`config.mk`:
```
export PLATFORM = sky130hd
export DESIGN_NAME = vrp_div
export DESIGN_NICKNAME = d
export VERILOG_FILES = /design/src/sv/vrp_pkg.sv /design/src/sv/vrp_div.sv
export SDC_FILE = /design/constraint.sdc
export NUM_CORES = 2
export LEC_CHECK = 0
export ABC_AREA = 1
export BUFFER_PORTS_ARGS = -buffer_cell sky130_fd_sc_hd__buf_2
export CAP_MARGIN = 20
export CELL_PAD_IN_SITES_DETAIL_PLACEMENT = 1
export CELL_PAD_IN_SITES_GLOBAL_PLACEMENT = 2
export CORE_MARGIN = 2
export CORE_UTILIZATION = 45
export DETAILED_ROUTE_END_ITERATION = 8
export GPL_TIMING_DRIVEN = 0
export PLACE_DENSITY = 0.93
export SLEW_MARGIN = 0
export SYNTH_ARGS = -nofsm -noshare
export SYNTH_HDL_FRONTEND = slang
export SYNTH_SLANG_ARGS = --single-unit
export TNS_END_PERCENT = 30
```
`constraint.sdc`:
```
create_clock -name clk_i -period 4.65 [get_ports clk_i]
set_clock_uncertainty 0.15 [all_clocks]
set_input_delay 0.2325 -clock clk_i [delete_from_list [all_inputs] [get_ports clk_i]]
set_output_delay 0.2325 -clock clk_i [all_outputs]
set_load 0.005 [all_outputs]
```
`src/sv/vrp_pkg.sv`:
```
// vrp_pkg: types, constants and arithmetic helpers shared by the vertex rotate
// and project pipeline. No dependencies.
`default_nettype none
package vrp_pkg;

  localparam int unsigned CoordW  = 20;
  localparam int unsigned TrigW   = 16;
  localparam int unsigned RotW    = 21;
  localparam int unsigned ZoomW   = 20;
  localparam int unsigned CenterW = 13;
  localparam int unsigned FocalW  = 23;
  localparam int unsigned ScreenW = 16;
  localparam int unsigned FactorW = 18;
  localparam int unsigned DenW    = 24;
  localparam int unsigned NumW    = 40;
  localparam int unsigned RemW    = 42;
  localparam int unsigned ScaleW  = ZoomW + FactorW;
  localparam int unsigned ScaleLoW = 19;
  localparam int unsigned ScaleHiW = ScaleW - ScaleLoW;
  localparam int unsigned DivStages = FactorW + 1;
  localparam int unsigned CfgIdxW = 4;
  localparam int unsigned CfgDataW = 23;

  localparam logic [FactorW-1:0] FactorMax = '1;

  localparam logic [CfgIdxW-1:0] RegCosYaw   = 4'd0;
  localparam logic [CfgIdxW-1:0] RegSinYaw   = 4'd1;
  localparam logic [CfgIdxW-1:0] RegCosPitch = 4'd2;
  localparam logic [CfgIdxW-1:0] RegSinPitch = 4'd3;
  localparam logic [CfgIdxW-1:0] RegZoom     = 4'd4;
  localparam logic [CfgIdxW-1:0] RegCenterX  = 4'd5;
  localparam logic [CfgIdxW-1:0] RegCenterY  = 4'd6;
  localparam logic [CfgIdxW-1:0] RegFocal    = 4'd7;

  typedef struct packed {
    logic signed [RotW-1:0] x1;
    logic signed [RotW-1:0] y2;
    logic signed [RotW-1:0] z2;
    logic                   behind;
  } side_t;

  // Q1.14 product sum to rotated Q8.12: round half away, saturate.
  function automatic logic signed [RotW-1:0] rot_round(input logic signed [37:0] s);
    logic signed [37:0] b;
    logic signed [23:0] r;
    b = s + (s[37] ? 38'sd8191 : 38'sd8192);
    r = b[37:14];
    if (r > 24'sd1048575) begin
      return 21'sd1048575;
    end else if (r < -24'sd1048576) begin
      return -21'sd1048576;
    end
    return r[RotW-1:0];
  endfunction

  // Q.36 screen accumulator to pixels: round half away, saturate; bit 16 flags a hit.
  function automatic logic [ScreenW:0] scr_round(input logic signed [60:0] v);
    logic signed [60:0] b;
    logic signed [24:0] r;
    b = v + (v[60] ? 61'sh7_FFFF_FFFF : 61'sh8_0000_0000);
    r = b[60:36];
    if (r > 25'sd32767) begin
      return {1'b1, 16'h7FFF};
    end else if (r < -25'sd32768) begin
      return {1'b1, 16'h8000};
    end
    return {1'b0, r[ScreenW-1:0]};
  endfunction

endpackage
`default_nettype wire

```
`src/sv/vrp_div.sv`:
```
// vrp_div: pipelined restoring divider for the perspective factor, one
// quotient bit per stage after a saturation check. Depends on vrp_pkg.
`default_nettype none
module vrp_div (
  input  wire logic                             clk_i,
  input  wire logic [vrp_pkg::DivStages-1:0]    en_i,
  input  wire logic [vrp_pkg::NumW-1:0]         num_i,
  input  wire logic [vrp_pkg::DenW-1:0]         den_i,
  input  wire vrp_pkg::side_t                   side_i,
  output logic [vrp_pkg::FactorW-1:0]           factor_o,
  output vrp_pkg::side_t                        side_o
);

  localparam int unsigned NS = vrp_pkg::DivStages;

  logic [vrp_pkg::RemW-1:0]    rem_q  [NS];
  logic [vrp_pkg::DenW-1:0]    den_q  [NS];
  logic [vrp_pkg::FactorW-1:0] quo_q  [NS];
  logic                        sat_q  [NS];
  vrp_pkg::side_t              side_q [NS];

  always_ff @(posedge clk_i) begin
    if (en_i[0]) begin
      rem_q[0]  <= vrp_pkg::RemW'(num_i);
      den_q[0]  <= den_i;
      quo_q[0]  <= '0;
      sat_q[0]  <= vrp_pkg::RemW'(num_i) >= (vrp_pkg::RemW'(den_i) << vrp_pkg::FactorW);
      side_q[0] <= side_i;
    end
  end

  for (genvar j = 1; j < NS; j++) begin : g_bit
    localparam int unsigned K = NS - 1 - j;
    logic [vrp_pkg::RemW-1:0] sub;
    logic                     take;
    assign sub  = vrp_pkg::RemW'(den_q[j-1]) << K;
    assign take = rem_q[j-1] >= sub;
    always_ff @(posedge clk_i) begin
      if (en_i[j]) begin
        rem_q[j]  <= take ? rem_q[j-1] - sub : rem_q[j-1];
        den_q[j]  <= den_q[j-1];
        quo_q[j]  <= quo_q[j-1] | (vrp_pkg::FactorW'(take) << K);
        sat_q[j]  <= sat_q[j-1];
        side_q[j] <= side_q[j-1];
      end
    end
  end

  assign factor_o = sat_q[NS-1] ? vrp_pkg::FactorMax : quo_q[NS-1];
  assign side_o   = side_q[NS-1];

endmodule
`default_nettype wire

```
Yosys cells after proc, flatten, opt, wreduce, memory -nomap -nowiden. Memories as Yosys holds them, arrays and structs flattened. Index checks and enable logic that the tools add are counted.

Bits in registers: 0. Memory bits (writable): 2831. Input port bits: 148. Output and inout bits: 82. Logic and storage cells: 117. Memories kept: 5.

$add $sub $neg: 18. Order comparisons: 19. Multiplexer cells: 57. Bitwise operators: 18.

Memories: side_q (words 19, width 64, read ports 19, clocked after Yosys merged registers in 0, write ports 19, RTL line vrp_div.sv:20) `vrp_pkg::side_t side_q [NS];`; rem_q (words 19, width 42, read ports 18, clocked after Yosys merged registers in 0, write ports 19, RTL line vrp_div.sv:16) `logic [vrp_pkg::RemW-1:0] rem_q [NS];`; den_q (words 19, width 24, read ports 18, clocked after Yosys merged registers in 0, write ports 19, RTL line vrp_div.sv:17) `logic [vrp_pkg::DenW-1:0] den_q [NS];`; quo_q (words 19, width 18, read ports 19, clocked after Yosys merged registers in 0, write ports 19, RTL line vrp_div.sv:18) `logic [vrp_pkg::FactorW-1:0] quo_q [NS];`; sat_q (words 19, width 1, read ports 19, clocked after Yosys merged registers in 0, write ports 19, RTL line vrp_div.sv:19) `logic sat_q [NS];`.

Operator list (number): $mux W42 (18); $ge A40 B42 Y1 (1); $ge A42 B24 Y1 (1); $ge A42 B25 Y1 (1); $ge A42 B26 Y1 (1); $ge A42 B27 Y1 (1); $ge A42 B28 Y1 (1); $ge A42 B29 Y1 (1); $ge A42 B30 Y1 (1); $ge A42 B31 Y1 (1); $ge A42 B32 Y1 (1); $ge A42 B33 Y1 (1); $ge A42 B34 Y1 (1); $ge A42 B35 Y1 (1); $ge A42 B36 Y1 (1); $ge A42 B37 Y1 (1); $ge A42 B38 Y1 (1); $ge A42 B39 Y1 (1); $ge A42 B40 Y1 (1); $ge A42 B41 Y1 (1); $sub A42 B24 Y42 (1); $sub A42 B25 Y42 (1); $sub A42 B26 Y42 (1); $sub A42 B27 Y42 (1); other kinds (34) (71).

Logic depth before layout (Yosys ltp). An unclocked memory read counts as a cell.

Depth in word-level cells: 3. Mapped depth: 16. Depth with buffers taken out: 16.

Worst setup path before layout. OpenSTA, ideal clock, no wires.

Path type: reg2reg. From: mem rem_q[15][2] (netlist name). To: mem rem_q[16][16] (netlist name), data pin. Arrival time: 2049 ps. Slack: 2189 ps. Cell stages (with the launch flop): 14. Path buffers: 1. Period minus slack after synthesis: 2461 ps. Cell sequence: edfxtp_1 -> inv_1 -> ha_1 -> inv_1 -> fa_1 -> nand3_1 -> nand3_1 -> nand2_1 -> nand2_1 -> nand2_1 -> nand3_2 -> nor2_4 -> buf_2 -> o21ai_0.

RTL lines (RTL line): start, declared (vrp_div.sv:16).

==> flow_summary.toml <==
[place]
dp_cells = 15800
portBuffers = 229
place_hpwl_mm = 324
gp_congestion = 0.977
preCtsSetupSlack_ns = 0.854
place_area_um2 = 129000

[finish]
nets = 13400
regArea_um2 = 77800
syn_to_final_growth_pct = 14.7
multiInputGateArea_um2 = 37300
fill_cells = 29700
post-route-util = 0.520
layoutNonFillerInstCount = 16600
fin_area_um2 = 141000
drive_gt1_frac = 0.0744

[clock_tree]
numCtsBuffers = 278
holdBufCountCts = 275
clkSinkCount = 2592
htreeDepth = 5
root_buffer = "clkbuf_16"
cts_tree = "built"
worstSkewPairLatency_ns = 0.90
post_cts_resized = 0
clkSlewWorstSetupHoldPaths_ns = 0.07
post_cts_buffers = 0
cts_max_path_buffers = 4

[floorplanning]
chipWidth_um = 527
start_util = 0.453
die-area_um2 = 278000
core_region_area_um2 = 271000
fp-row-count = 191
ios = 230
die_h_um = 527

[setup_path]
crit_required_ns = 5.01
cp-end-kind = "register"
timing.critical_path.buf_inv = 2
path_max_fanout = 10
r2r_cells = 12
critPathArrivalTime_ns = 4.17
path_class = "register to register"
crit_path_top_delay_cell = "edfxtp_1"
cpPeakStageDelay_ns = 0.52
cp_cell_sequence = "ha_1 -> inv_1 -> fa_1 -> nand3_1 -> nand3_1 -> nand2_1 -> nand2_1 -> nand2_1 -> nand3_2 -> nor2_4 -> buf_2 -> o21ai_0"
crit_family = "simple AND/OR/NAND/NOR gates"
crit_top_cell = "nand2_1"
path_depth = 12
critPathLaunchType = "register"

[synthesis]
syn_inst = 12000
synth_top_family_by_area = "simple AND/OR/NAND/NOR gates"
yosys_warnings = 0
post_synth_fa_ha_maj_area_fraction = 0.0488
synth-seq-cells = 2592
seq_area_frac_synth = 0.633
synth.most_common_cell = "nand2_1"
netlist_area_um2 = 123000
synth_compound_area_frac = 0.0412
yosys.area_share.xor_xnor = 0.0193
synth_nets = 12600
synth_cell_types = 50
ys_async_sr_fraction = 0
avgSynthCellArea_um2 = 10.3
synth_common_cells = "nand2_1 (3,779), edfxtp_1 (2,592), inv_1 (1,870)"
synthTopCellsByArea = "edfxtp_1 (63%), nand2_1 (12%), inv_1 (5.7%)"
synthFlopType = "edfxtp_1"
synth_edf_count = 2592
synth.top_cell.area_share = 0.633
synth_top_cell_by_area = "edfxtp_1"
synthMuxAreaShare = 0
synth-simple-area-share = 0.194

[timing]
timing_worst_slew_pin_value_ns = 0.965
fin_ws_ns = 0.845
min_period_ns = 3.80
fin_crit_sh = 0.818
drv_slew = 0
slew_headroom = 0.351
hold_viol_final = 0
setup_viol = 0
grt_setup_unrepaired = "no"
fmax_mhz = 263
tns_ns = 0

[drt]
drc_errors = 0
ant_nets = 0
routed_wl_mm = 411
dr.pass1.iters = 5
drt_iter0_markers = 7557
vias = 89000
routed_via_density = 5.36
wire_per_inst_um = 24.8

[global_route]
grt_pass1_wl_mm = 595
overflow = 0
grt_pass1_vias = 90900
antenna_found_initial = 49
grt_max_degree = 106
grt.total_usage = 0.290

[power_and_ir_drop]
ir_drop_v = 0.000346
leakagePower_nw = 60.1
p_per_area_nw_per_um2 = 566

[hold_path]
hold_class = "input pin to register"
holdPathStages = 2

[job]
drv_cap = 0

[run_status]
status = "completed"
-- where the power goes --
group | internal, W | switching [W] | leakage [nW]
clock network | 0.0129 | 0.00950 | 4.39
logic | 0.00777 | 0.0173 | 30.5
registers | 0.0299 | 0.00257 | 25.2
-- logic make-up (layout without fill, tap and decap cells) --
| family | Yosys count | count (layout) |
|---|---|---|
| adders and majority gates | 470 | 470 |
| xor gates and xnor gates | 271 | 271 |
| other | 0 | 11 |
| buffers and inverters | 1982 | 2990 |
| AOI/OAI and AO/OA | 913 | 913 |
| DFF | 2592 | 2592 |
| and+or+nand+nor | 5775 | 5775 |
-- registers in the layout, indices dropped and copies added (netlist names) --
signal / cells
quo_q: 171
sat_q: 19
rem_q: 754
side_q: 1216
den_q: 432
-- layout make-up --
cell class | instances | area share
Antenna cell | 11 | 0.000195
Buffer | 90 | 0.00593
Clock buffer | 324 | 0.0512
Clock inverter | 161 | 0.0132
Inverter | 1892 | 0.0504
Multi-Input combinational cell | 7429 | 0.264
Sequential cell | 2592 | 0.551
Tap cell | 3570 | 0.0316
Timing Repair Buffer | 523 | 0.0322
-- layer usage --
metal | wire (um) | GRT usage | vias to the layer above
met2 | 190000 | 0.471 | 2740
met1 | 183000 | 0.409 | 44200
met4 | 13500 | 0.0901 | 4
met3 | 24300 | 0.0337 | 601
li1 | - | - | 41500
met5 | 23 | 0 | -
-- placed cells by master (no fill, tap or decap), drive strengths merged, types with 29 or more instances in the layout --
cell type / synthesis / layout
a21oi: 488 / 488
buf: 87 / 335
bufinv: 0 / 29
clkbuf: 3 / 327
clkinv: 1 / 102
dlygate4sd3: 0 / 275
edfxtp: 2592 / 2592
ha: 453 / 453
inv: 1891 / 1904
nand2: 3806 / 3806
nand3: 567 / 567
nand3b: 33 / 33
nand4: 235 / 235
nor2: 939 / 939
nor3: 111 / 111
nor4: 35 / 35
o21ai: 376 / 376
xnor2: 132 / 132
xor2: 139 / 139
-- path summary, 6_finish.rpt --
kind	start	to	slack, ns
min	en_i[18]	sat_q[18]$_DFFE_PP_	0.16
max reg2reg	den_q[15][0]$_DFFE_PP_	rem_q[16][2]$_DFFE_PP_	0.85
max	den_q[15][0]$_DFFE_PP_	rem_q[16][2]$_DFFE_PP_	0.85
min reg2reg	side_q[7][4]$_DFFE_PP_	side_q[8][4]$_DFFE_PP_	0.23
-- metrics by stage --
step / power (W) / hold WS (ns)
6_report: 0.0799 / 0.159
5_1_grt: 0.0838 / 0.150
4_1_cts: 0.0798 / 0.100
3_5_place_dp: 0.0572 / 0.255
3_3_place_gp: 0.0565 / 0.250
2_1_floorplan: 0.0474 / 0.181
(Power assumes the default switching activity.)
